[src/sv/rgb565_dither_pixel_packer_defines.svh]
// Assertion macros shared by the pixel packer modules.
`ifndef RGB565_DITHER_PIXEL_PACKER_DEFINES_SVH
`define RGB565_DITHER_PIXEL_PACKER_DEFINES_SVH

// Condition that must hold at every edge out of reset.
`define RDPP_ASSERT_ALWAYS(lbl, expr) \
  lbl: assert property (@(posedge clk) disable iff (!rst_n) (expr)) \
    else $error("rdpp: invariant violated");

// Same-cycle implication.
`define RDPP_ASSERT_IMPLY(lbl, ante, cons) \
  lbl: assert property (@(posedge clk) disable iff (!rst_n) (ante) |-> (cons)) \
    else $error("rdpp: implication violated");

// Next-cycle implication.
`define RDPP_ASSERT_NEXT(lbl, ante, cons) \
  lbl: assert property (@(posedge clk) disable iff (!rst_n) (ante) |=> (cons)) \
    else $error("rdpp: next-cycle check violated");

`endif

[src/sv/rdpp_pkg.sv]
// Types, constants and the dither table of the pixel packer.
package rdpp_pkg;

  localparam int unsigned CFG_IDX_W  = 3;
  localparam int unsigned CFG_DATA_W = 11;
  localparam int unsigned COLOR_W    = 16;
  localparam int unsigned OUT_ADDR_W = 18;

  // luma weights and gray rounding
  localparam logic [15:0] LUMA_WR    = 16'd77;
  localparam logic [15:0] LUMA_WG    = 16'd150;
  localparam logic [15:0] LUMA_WB    = 16'd29;
  localparam logic [18:0] GRAY_ROUND = 19'(255 * 128);
  localparam logic [18:0] GRAY_DIV   = 19'(255 * 256);

  typedef enum logic [CFG_IDX_W-1:0] {
    REG_MONO_MODE  = 3'd0,
    REG_ROTATION   = 3'd1,
    REG_WIN_LEFT   = 3'd2,
    REG_WIN_TOP    = 3'd3,
    REG_WIN_WIDTH  = 3'd4,
    REG_WIN_HEIGHT = 3'd5
  } cfg_reg_t;

  // per-pixel request from the coordinate stage to the RMW stage
  typedef struct packed {
    logic        we;
    logic        mono;
    logic [2:0]  sub;
    logic [3:0]  dith;
    logic [15:0] luma;
    logic        done;
  } req_t;

  typedef struct packed {
    logic clearing;
    logic can_take;
  } rmw_status_t;

  localparam logic [3:0] DITHER [4][4] = '{
    '{4'd0,  4'd8,  4'd2,  4'd10},
    '{4'd12, 4'd4,  4'd14, 4'd6},
    '{4'd3,  4'd11, 4'd1,  4'd9},
    '{4'd15, 4'd7,  4'd13, 4'd5}
  };

  function automatic logic [3:0] dither_at(input logic [1:0] y, input logic [1:0] x);
    return DITHER[y][x];
  endfunction

endpackage

[src/sv/rdpp_ctrl.sv]
// Config registers, window counters, rotation and framebuffer address generation.
`include "rgb565_dither_pixel_packer_defines.svh"

module rdpp_ctrl #(
  parameter int unsigned PANEL_WIDTH  = 800,
  parameter int unsigned PANEL_HEIGHT = 600,
  parameter int unsigned ADDR_W       = 18
) (
  input  logic                              clk,
  input  logic                              rst_n,
  input  logic                              cfg_we,
  input  logic [rdpp_pkg::CFG_IDX_W-1:0]    cfg_index,
  input  logic [rdpp_pkg::CFG_DATA_W-1:0]   cfg_data,
  input  logic                              accept,
  input  logic [rdpp_pkg::COLOR_W-1:0]      color,
  output rdpp_pkg::req_t                    req,
  output logic [ADDR_W-1:0]                 addr
);

  localparam logic signed [12:0] PW = 13'(PANEL_WIDTH);
  localparam logic signed [12:0] PH = 13'(PANEL_HEIGHT);
  localparam logic [ADDR_W-1:0] MONO_ROW = ADDR_W'(PANEL_WIDTH / 8);
  localparam logic [ADDR_W-1:0] GRAY_ROW = ADDR_W'(PANEL_WIDTH / 2);

  logic        mono_r, mono_nxt;
  logic [1:0]  rot_r, rot_nxt;
  logic [10:0] left_r, left_nxt;
  logic [10:0] win_top_r, win_top_nxt;
  logic [10:0] width_r, width_nxt;
  logic [10:0] height_r, height_nxt;
  logic [10:0] col_r, col_nxt;
  logic [10:0] row_r, row_nxt;

  logic              active;
  logic signed [12:0] lx, ly, lw, lh, px_s, py_s;
  logic              inb;
  logic [11:0]       px, py;
  logic [10:0]       col_inc, row_inc;
  logic              done;
  logic [7:0]        r8, g8, b8;

  assign active = (width_r != 11'd0) && (height_r != 11'd0);

  // logical position, bounds and quarter-turn rotation
  always_comb begin
    lx = $signed({{2{left_r[10]}}, left_r}) + $signed({2'b00, col_r});
    ly = $signed({{2{win_top_r[10]}}, win_top_r}) + $signed({2'b00, row_r});
    lw = rot_r[0] ? PH : PW;
    lh = rot_r[0] ? PW : PH;
    inb = (lx >= 13'sd0) && (ly >= 13'sd0) && (lx < lw) && (ly < lh);
    unique case (rot_r)
      2'd1: begin
        px_s = PW - 13'sd1 - ly;
        py_s = lx;
      end
      2'd2: begin
        px_s = PW - 13'sd1 - lx;
        py_s = PH - 13'sd1 - ly;
      end
      2'd3: begin
        px_s = ly;
        py_s = PH - 13'sd1 - lx;
      end
      default: begin
        px_s = lx;
        py_s = ly;
      end
    endcase
    px = px_s[11:0];
    py = py_s[11:0];
  end

  always_comb begin
    if (mono_r) begin
      addr = MONO_ROW * ADDR_W'(py) + ADDR_W'(px >> 3);
    end else begin
      addr = GRAY_ROW * ADDR_W'(py) + ADDR_W'(px >> 1);
    end
  end

  // RGB565 widened to 8 bits per channel, then weighted luma
  always_comb begin
    r8 = {color[15:11], color[15:13]};
    g8 = {color[10:5], color[10:9]};
    b8 = {color[4:0], color[4:2]};
  end

  // counters advance after each transfer within a non-empty window
  always_comb begin
    col_inc = col_r + 11'd1;
    row_inc = row_r + 11'd1;
    done    = 1'b0;
    col_nxt = col_r;
    row_nxt = row_r;
    if (accept && active) begin
      if ((col_inc >= width_r) || (col_inc == 11'd0)) begin
        col_nxt = 11'd0;
        if ((row_inc >= height_r) || (row_inc == 11'd0)) begin
          row_nxt = 11'd0;
          done    = 1'b1;
        end else begin
          row_nxt = row_inc;
        end
      end else begin
        col_nxt = col_inc;
      end
    end
  end

  always_comb begin
    req.we   = active && inb;
    req.mono = mono_r;
    req.sub  = mono_r ? px[2:0] : {2'b00, px[0]};
    req.dith = rdpp_pkg::dither_at(ly[1:0], lx[1:0]);
    req.luma = 16'(r8) * rdpp_pkg::LUMA_WR + 16'(g8) * rdpp_pkg::LUMA_WG
             + 16'(b8) * rdpp_pkg::LUMA_WB;
    req.done = done;
  end

  // config writes take precedence; window writes restart the window
  always_comb begin
    mono_nxt    = mono_r;
    rot_nxt     = rot_r;
    left_nxt    = left_r;
    win_top_nxt = win_top_r;
    width_nxt   = width_r;
    height_nxt  = height_r;
    if (cfg_we) begin
      unique case (cfg_index)
        rdpp_pkg::REG_MONO_MODE:  mono_nxt    = cfg_data[0];
        rdpp_pkg::REG_ROTATION:   rot_nxt     = cfg_data[1:0];
        rdpp_pkg::REG_WIN_LEFT:   left_nxt    = cfg_data;
        rdpp_pkg::REG_WIN_TOP:    win_top_nxt = cfg_data;
        rdpp_pkg::REG_WIN_WIDTH:  width_nxt   = cfg_data;
        rdpp_pkg::REG_WIN_HEIGHT: height_nxt  = cfg_data;
        default: ;
      endcase
    end
  end

  always_ff @(posedge clk) begin
    if (!rst_n) begin
      mono_r    <= 1'b0;
      rot_r     <= 2'd0;
      left_r    <= 11'd0;
      win_top_r <= 11'd0;
      width_r   <= 11'd0;
      height_r  <= 11'd0;
      col_r     <= 11'd0;
      row_r     <= 11'd0;
    end else begin
      mono_r    <= mono_nxt;
      rot_r     <= rot_nxt;
      left_r    <= left_nxt;
      win_top_r <= win_top_nxt;
      width_r   <= width_nxt;
      height_r  <= height_nxt;
      if (cfg_we && ((cfg_index == rdpp_pkg::REG_WIN_LEFT) ||
                     (cfg_index == rdpp_pkg::REG_WIN_TOP) ||
                     (cfg_index == rdpp_pkg::REG_WIN_WIDTH) ||
                     (cfg_index == rdpp_pkg::REG_WIN_HEIGHT))) begin
        col_r <= 11'd0;
        row_r <= 11'd0;
      end else begin
        col_r <= col_nxt;
        row_r <= row_nxt;
      end
    end
  end

  `RDPP_ASSERT_IMPLY(a_empty_win_idle, !active, (col_r == 11'd0) && (row_r == 11'd0))
  `RDPP_ASSERT_IMPLY(a_col_in_win, width_r != 11'd0, col_r < width_r)
  `RDPP_ASSERT_IMPLY(a_row_in_win, height_r != 11'd0, row_r < height_r)

endmodule

[config.mk]
export PLATFORM = sky130hd
export DESIGN_NAME = rdpp_ctrl
export DESIGN_NICKNAME = d
export VERILOG_FILES = /design/src/sv/rdpp_pkg.sv /design/src/sv/rdpp_ctrl.sv
export VERILOG_INCLUDE_DIRS = /design/src /design/src/sv
export SDC_FILE = /design/constraint.sdc
export NUM_CORES = 1
export LEC_CHECK = 0
export BUFFER_PORTS_ARGS = -buffer_cell sky130_fd_sc_hd__buf_2
export CORE_ASPECT_RATIO = 0.8
export CORE_UTILIZATION = 55
export DETAILED_ROUTE_END_ITERATION = 7
export PLACE_DENSITY = 0.84
export SYNTH_ARGS = -nofsm -noshare
export SYNTH_HDL_FRONTEND = slang
export SYNTH_SLANG_ARGS = --single-unit
[constraint.sdc]
create_clock -name clk -period 11.8 [get_ports clk]
set_clock_uncertainty 0.2 [all_clocks]
set_input_delay 2.36 -clock clk [delete_from_list [all_inputs] [get_ports clk]]
set_output_delay 2.36 -clock clk [all_outputs]
set_load 0.01 [all_outputs]
* After elaboration in Yosys (flattened, before gate mapping)
Cells that the tools add are included.
Cells by class: add/sub/neg operators 12, multiply operators 5, div/mod/pow operators 0, order comparisons 8, equal/unequal tests 8, shift-type cells 0, mux-type cells 17, bitwise logic cells 3, reductions and logical operators 25
Operators with widths (number):
- $pmux 12 s3 | 2
- $sub 11x12->12 const A | 4
- $bmux 16 s2 | 1
- $mux 16 | 2
- $mul 8x7->15 const B | 2
- $add 11x12->13 | 2
- $ge 13x1->1 const B | 2
- $lt 13x11->1 | 2
- $add 11x1->11 const B | 2
- $ge 11x11->1 | 2
- $logic_not 11->1 | 2
- $mux 11 | 2
- $reduce_bool 11->1 | 2
- $add 18x11->18 | 1
- $add 18x9->18 | 1
- $mux 18 | 1
- $mux 9 | 2
- $add 15x16->16 | 1
- $add 16x13->16 | 1
- $mul 5x12->16 const A | 1
- $mul 5x12->14 const A | 1
- $reduce_and 2->1 | 7
- $mul 8x5->13 const B | 1
- $bmux 4 s2 | 1
- other kinds (15) | 33
Word-level totals: register bits after elaboration 69, latch bits 0, bits in writable memories 0, bits in read-only memories 0, input bits 34, output and inout port bits 44, logic and storage cells 86, memories kept 0

* Longest topological paths before layout
Gate-level depths: netlist (run 1).
depth in word-level cells 8, mapped depth 25

* Worst setup path before layout (run 1)
Ideal clock, no wire load.
path type input to output, start point input port color[7] (netlist bit), end point output port req[16] (netlist bit), arrival 7.897 ns, required time 9.240 ns, path slack 1.343 ns, cell stages on the path 23, buffers on the path 0, cells stage by stage ha_1 ha_1 inv_1 fa_1 fa_1 inv_1 ha_1 o21ai_0 nor2b_1 xnor2_1 ha_1 inv_1 fa_1 fa_1 inv_1 fa_1 ha_1 and3_1 a21oi_1 o21ai_0 o41ai_1 o21ai_0 xnor2_1
RTL lines:
- start: declaration | RTL line rdpp_ctrl.sv:15 | input logic [rdpp_pkg::COLOR_W-1:0] color,
- end: declaration | RTL line rdpp_ctrl.sv:16 | output rdpp_pkg::req_t req,

==> results of run 1 <==
worst register-to-register path, stage by stage, from the launching register on:
cell and delay [ns]:
dfxtp_1 0.47, ha_1 0.25, nand3_1 0.13, nor2_1 0.32, nand3_1 0.15, xnor2_1 0.36, ha_1 0.33, a211oi_1 0.36
a22oi_1 0.13, a21oi_1 0.22, a31oi_1 0.08, a2111o_1 0.55, o22ai_1 0.22
state kept, by name, summed over array words and instances (netlist names):
register,flops
col_r,11
height_r,11
left_r,11
row_r,11
width_r,11
win_top_r,11
rot_r,2
mono_r,1
cell type report:
cell class	instances	area, µm²
flip-flops and latches	69	1381
inverters	173	649.4
multi-input cells	1038	8497
repair buffers	81	415.4
clock buffers	9	225.2
fillers	1651	7417
clock inverters	7	122.6
well taps	258	322.8
report_power, final:
| part | switching (mW) | internal [mW] | total [mW] |
|---|---|---|---|
| logic | 1.00 | 0.814 | 1.82 |
| clock network | 0.105 | 0.207 | 0.313 |
| registers | 0.00307 | 0.237 | 0.240 |
| total | 1.11 | 1.26 | 2.37 |
routing by layer:
layer	GRT usage	vias up
met5	0	-
met4	0.06278	0
met3	0.02460	31
met2	0.4333	273
met1	0.3644	4347
li1	-	4602
synth_stat cells (3+ instances only):
master,number
a211oi_1,4
a21boi_0,48
a21boi_1,3
a21o_1,20
a21oi_1,59
a21oi_2,4
a31oi_1,6
and2_1,9
and3_1,7
buf_2,3
buf_4,3
clkbuf_1,29
dfxtp_1,69
fa_1,65
ha_1,188
inv_1,171
mux2_2,4
mux2i_1,20
nand2_1,169
nand2b_1,11
nand3_1,29
nand4_1,5
nor2_1,71
nor2b_1,13
nor3_1,36
nor4_1,9
o211ai_1,6
o21a_1,11
o21ai_0,39
o21ai_1,5
o21bai_1,9
o22ai_1,9
o31ai_1,3
o41ai_1,5
or2_2,6
or3_1,6
xnor2_1,69
xor2_1,34
kinds of logic after synthesis:
logic type	after synthesis
AO/OA/AOI/OAI	272
XOR/XNOR	105
adder cells (fa/ha/maj)	253
buffers and inverters	212
flip-flops	69
multiplexers	24
AND/OR/NAND/NOR	384
path summary, 6_finish.rpt:
check | from | to | slack (ns) | cells after the start
setup / recovery | color[9] | req[16] | 0.69 | 25
hold / removal | left_r[3]$_SDFFE_PN0P_ | left_r[3]$_SDFFE_PN0P_ | 0.27 | 2
setup reg to reg | row_r[0]$_SDFFE_PP0P_ | row_r[6]$_SDFFE_PP0P_ | 7.95 | 12
hold reg to reg | left_r[3]$_SDFFE_PN0P_ | left_r[3]$_SDFFE_PN0P_ | 0.27 | 2
through the flow:
stage / power [mW] / hold slack, ns / util
2_1_floorplan: 1.524 / 0.2478 / -
3_3_place_gp: 1.992 / 0.2596 / 0.5920
3_5_place_dp: 2.040 / 0.2635 / 0.5920
4_1_cts: 2.366 / 0.2730 / 0.6103
5_1_grt: 2.581 / 0.2987 / 0.6103
6_report: 2.368 / 0.2705 / 0.6103
==> results by group, run 1 <==
Logic synthesis
  – Synthesized area: approximately 11000 µm²
  – Asr flop ratio synth: 0
  – Post-Synth Simple-Gate Area: 0.1641
  – Post-Syn Instances: 1319
  – Post-synth EDFFs: 0
  – Ys flop type: dfxtp_1
  – Warnings, synthesis: 0
  – Top-area cell type share of the netlist area: 0.2197
  – Synth top area cells: ha_1, dfxtp_1, fa_1, inv_1, nand2_1
  – Largest family of logic cells by synthesized area: adder cells
  – Post-Synth XOR/XNOR Area: 0.08729
  – Synth area leader: ha_1
  – Adder-Cell Fraction of Synth Area: 0.3412
  – Syn avg cell area: 8.118 µm²
  – Post-synth net total: 1606
  – Synth Register Bits: 69
  – Mux contribution to synthesized area: 0.02290
  – Synth Area in Compound Gates: 0.1781
  – Sequential area share after synthesis: 0.1290
  – Cell variety after synth: 86

Route
  – Max Used Layer: met4
  – Metal3 WL: 1262 µm
  – ANT nets after route: 0
  – Wire per inst: 15.68 µm
  – Via density: 5.659
  – DRT iter0 DRCs: 690
  – Drt first pass iters: 5
  – # DRC: 0
  – DR WL met2: 11780 µm
  – Vias: 9253
  – Routed WL: 25640 µm
  – M1 WL: roughly 12000 µm

Clocking
  – H-tree depth: 3
  – Post-CTS resize count: 0
  – Post-CTS setup buffer count: 0
  – Sink Count: about 70
  – Reg clk slew, reported paths: about 0.060 ns
  – CTS tree: built
  – Cts hold-fix bufs: 0
  – CTS buffer count: 9
  – Clock latency on the worst-skew pair: 0.33 ns
  – Clock Path Buffers: 2
  – Root Buffer: clkbuf_16

Critical path
  – CP max-delay cell: fa_1
  – WP data required: approximately 9.2 ns
  – Startpoint types: input port
  – Critical path buffers and inverters: 6
  – Crit Path Max Fanout: 8
  – Crit end category: output pin
  – Max stage delay on crit path: roughly 0.53 ns
  – Setup CP Type: input port to output pin
  – CP arrival: 8.55 ns
  – Crit path max-delay family: adder cells

Global route
  – Largest net degree at the start of global routing: 50
  – Gr ovfl total: 0
  – Total track usage: 0.2613
  – Initial antenna violation count: 0
  – First-pass GRT wire length: 42310 µm
  – Vias in the first global route: 8860

STA
  – Least-Margin Pin Slew: slightly below 0.8 ns
  – Unrepaired setup endpoints after global routing: no
  – Final critical-path setup slack: approximately 0.69 ns
  – Slew HR: 0.4607
  – Hold Violations, Final: 0
  – Setup TNS: 0 ns
  – Period utilization: 0.9418
  – Setup violations, final: 0
  – Maximum clock rate: 89.98 MHz
  – Post-route minimum period: 11.11 ns
  – Max-slew violation count: 0

Floorplan
  – I/O Pins: 78
  – Core area: roughly 19000 µm²
  – Die X-Extent: roughly 160 µm
  – Initial core utilization: 0.5627
  – Die height: 126.8 µm
  – Core Rows: 45
  – Die Area: roughly 20000 µm²

Layout
  – Final instance area: 11610 µm²
  – Area Overhead vs Synth: 8.460%
  – Layout cells sized above 1: 0.09804
  – Final net count: 1659
  – # diodes: 0
  – Commonest non-fill, non-tap cell in the layout: ha_1
  – Non-filler cells, final: 1635
  – Most frequent cells in the layout: ha_1, inv_1, nand2_1, buf_2, nor2_1

Place
  – HPWL Detailed: ~21000 µm
  – PortBufs: 77
  – Setup slack at placement: 0.7607 ns
  – Placer congestion estimate: between 0.9 and 1
  – Placed insts: 1619
  – Area after DPL: roughly 11000 µm²

Power and ir drop
  – VDD IR-drop max: 0.3414 mV
  – Leak pwr: approximately 5.6 nW
  – Cell area power density: 203.9 nW/µm²

Hold path
  – Hold crit path type: register to register

Run status
  – Status: complete, no violations

Job
  – MaxCap Viol Count: 0
Power figures use the tool's default switching activity.
==> run 2, diff against run 1 <==
- CORE_ASPECT_RATIO: 0.8 -> 1.5
==> run 2 against run 1 <==
Against the previous run:
- first-iteration DRC count is 46% lower
- final area barely moved
- sequential share of layout area hardly changed
- setup slack better by 0.052 ns
- sequential cell count stayed put
- clock power fell by 2%
- critical path depth shrank 2
- via count grew 0.21%
- utilization fell by 0.17 points
- count of clock-buffer cells in the layout rose by 3
- largest power group unchanged
==> results by group, run 2 (synthesis results as in run 1) <==
Layout
  – Area Overhead vs Synth: 8.448%
  – Most frequent cells in the layout: ha_1, inv_1, nand2_1, buf_2, nor2_1
  – Commonest non-fill, non-tap cell in the layout: ha_1
  – Non-filler cells, final: approximately 1600
  – Final net count: 1660
  – # diodes: 0
  – Finished Core Util: 0.6085
  – Multi-input logic area: ~8500 µm²
  – Final instance area: around 12000 µm²
  – Layout cells sized above 1: 0.09724
  – # fillers: 1669
  – Sequential cell area: ~1400 µm²

STA
  – Setup violations, final: 0
  – Final critical-path setup slack: 0.7390 ns
  – Least-Margin Pin Slew: between 0.8 and 0.9 ns
  – Period utilization: 0.9374
  – Post-route minimum period: 11.06 ns
  – Setup TNS: 0 ns
  – Max-slew violation count: 0
  – Maximum clock rate: 90.41 MHz
  – Unrepaired setup endpoints after global routing: no
  – Slew HR: 0.4367
  – Hold Violations, Final: 0
  – Min Hold Slack: ~0.27 ns

Global route
  – Gr ovfl total: 0
  – Largest net degree at the start of global routing: 50
  – Total track usage: 0.2567
  – First-pass GRT wire length: around 41000 µm
  – Vias in the first global route: 9040
  – Initial antenna violation count: 0

Critical path
  – R2r startpoint: row_r[1]$_SDFFE_PP0P_
  – Startpoint types: input port
  – Most frequent CP cell: fa_1
  – CP max-delay cell: fa_1
  – Crit Path Max Fanout: 8
  – Crit path max-delay family: adder cells
  – Crit path launch: color[9]
  – CP Cell Sequence: buf_2, ha_1, ha_1, inv_1, fa_1, fa_1, inv_1, ha_1, xnor2_1, fa_1, inv_1, fa_1, fa_1, inv_1, fa_1, ha_1, inv_1, o21bai_1, and2_1, o31a_1, o41ai_1, xnor2_1, buf_2
  – WP data required: between 9 and 10 ns
  – Crit end category: output pin
  – Setup CP Type: input port to output pin
  – Crit. path cell count: 23
  – Critical path buffers and inverters: 7
  – R2R Setup Slk: 7.87 ns
  – Max stage delay on crit path: about 0.52 ns
  – CP arrival: 8.50 ns
  – CP endpoint: req[15]
  – FF-to-FF path depth: 12
  – Reg2reg end: row_r[6]$_SDFFE_PP0P_

Place
  – HPWL Detailed: 20600 µm
  – PortBufs: 77
  – Area after DPL: 11270 µm²
  – Placed insts: 1618
  – Setup slack at placement: between 0.6 and 0.7 ns
  – Placer congestion estimate: about 0.95

Power and ir drop
  – VDD IR-drop max: 0.2562 mV
  – Final Power: 2.458 mW
  – Cell area power density: 211.6 nW/µm²
  – Leak pwr: 5.606 nW

Clocking
  – Post-CTS setup buffer count: 0
  – CTS buffer count: 9
  – Reg clk slew, reported paths: 0.05 ns
  – H-tree depth: 3
  – Clock Path Buffers: 2
  – Post-CTS resize count: 0
  – Sink Count: 69
  – CTS tree: built
  – Clock latency on the worst-skew pair: 0.34 ns
  – Root Buffer: clkbuf_16
  – Cts hold-fix bufs: 0

Floorplan
  – Die Area: 20040 µm²
  – Core area: around 19000 µm²
  – Die height: 172.9 µm
  – Core Rows: between 60 and 70
  – I/O Pins: 78
  – Die X-Extent: 115.9 µm
  – Initial core utilization: 0.5611

Route
  – Via density: 5.674
  – ANT nets after route: 0
  – Wire per inst: ~15 µm
  – Drt first pass iters: 5
  – Vias: 9272
  – # DRC: 0
  – Routed WL: 24840 µm
  – DRT iter0 DRCs: 372

Hold path
  – Hold_sp: win_top_r[5]$_SDFFE_PN0P_
  – Hold crit path type: register to register

Run status
  – Status: complete, no violations

Job
  – MaxCap Viol Count: 0
[run 2: tightest hold or removal path, delay by kind of cell, from the launching register on]
kind | cells | cell delay, ns
simple gates | 1 | 0.05
flops | 1 | 0.31
compound gates | 1 | 0.06
[run 2: final cells by class]
cell class,instances,share of cell area
clock buffer,12,0.02123
clock inverter,4,0.008189
inverter,173,0.05592
sequential,69,0.1190
timing repair buffer,82,0.03642
multi-input combinational,1038,0.7317
tap,256,0.02758
[run 2: routing by layer]
metal,routed length [µm],up-vias,global-route usage
li1,-,4603,-
met1,10000,4375,0.2970
met2,13080,230,0.4697
met3,937,64,0.02278
met4,818,0,0.1106
met5,0,-,0
[run 2: worst min-delay path by stage]
stage	slack, ns	cells past startpoint	to
6_report	0.27	2	win_top_r[5]$_SDFFE_PN0P_
5_1_grt	0.29	2	left_r[8]$_SDFFE_PN0P_
4_1_cts	0.27	2	win_top_r[2]$_SDFFE_PN0P_
3_5_place_dp	0.26	2	win_top_r[5]$_SDFFE_PN0P_
3_3_place_gp	0.26	2	left_r[9]$_SDFFE_PN0P_
2_1_floorplan	0.25	2	win_top_r[0]$_SDFFE_PN0P_
[run 2: report_power, final]
group	total, mW	switching (mW)	internal (mW)
logic	1.91	1.07	0.836
registers	0.240	0.00320	0.237
clock network	0.308	0.0966	0.212
total	2.46	1.17	1.28
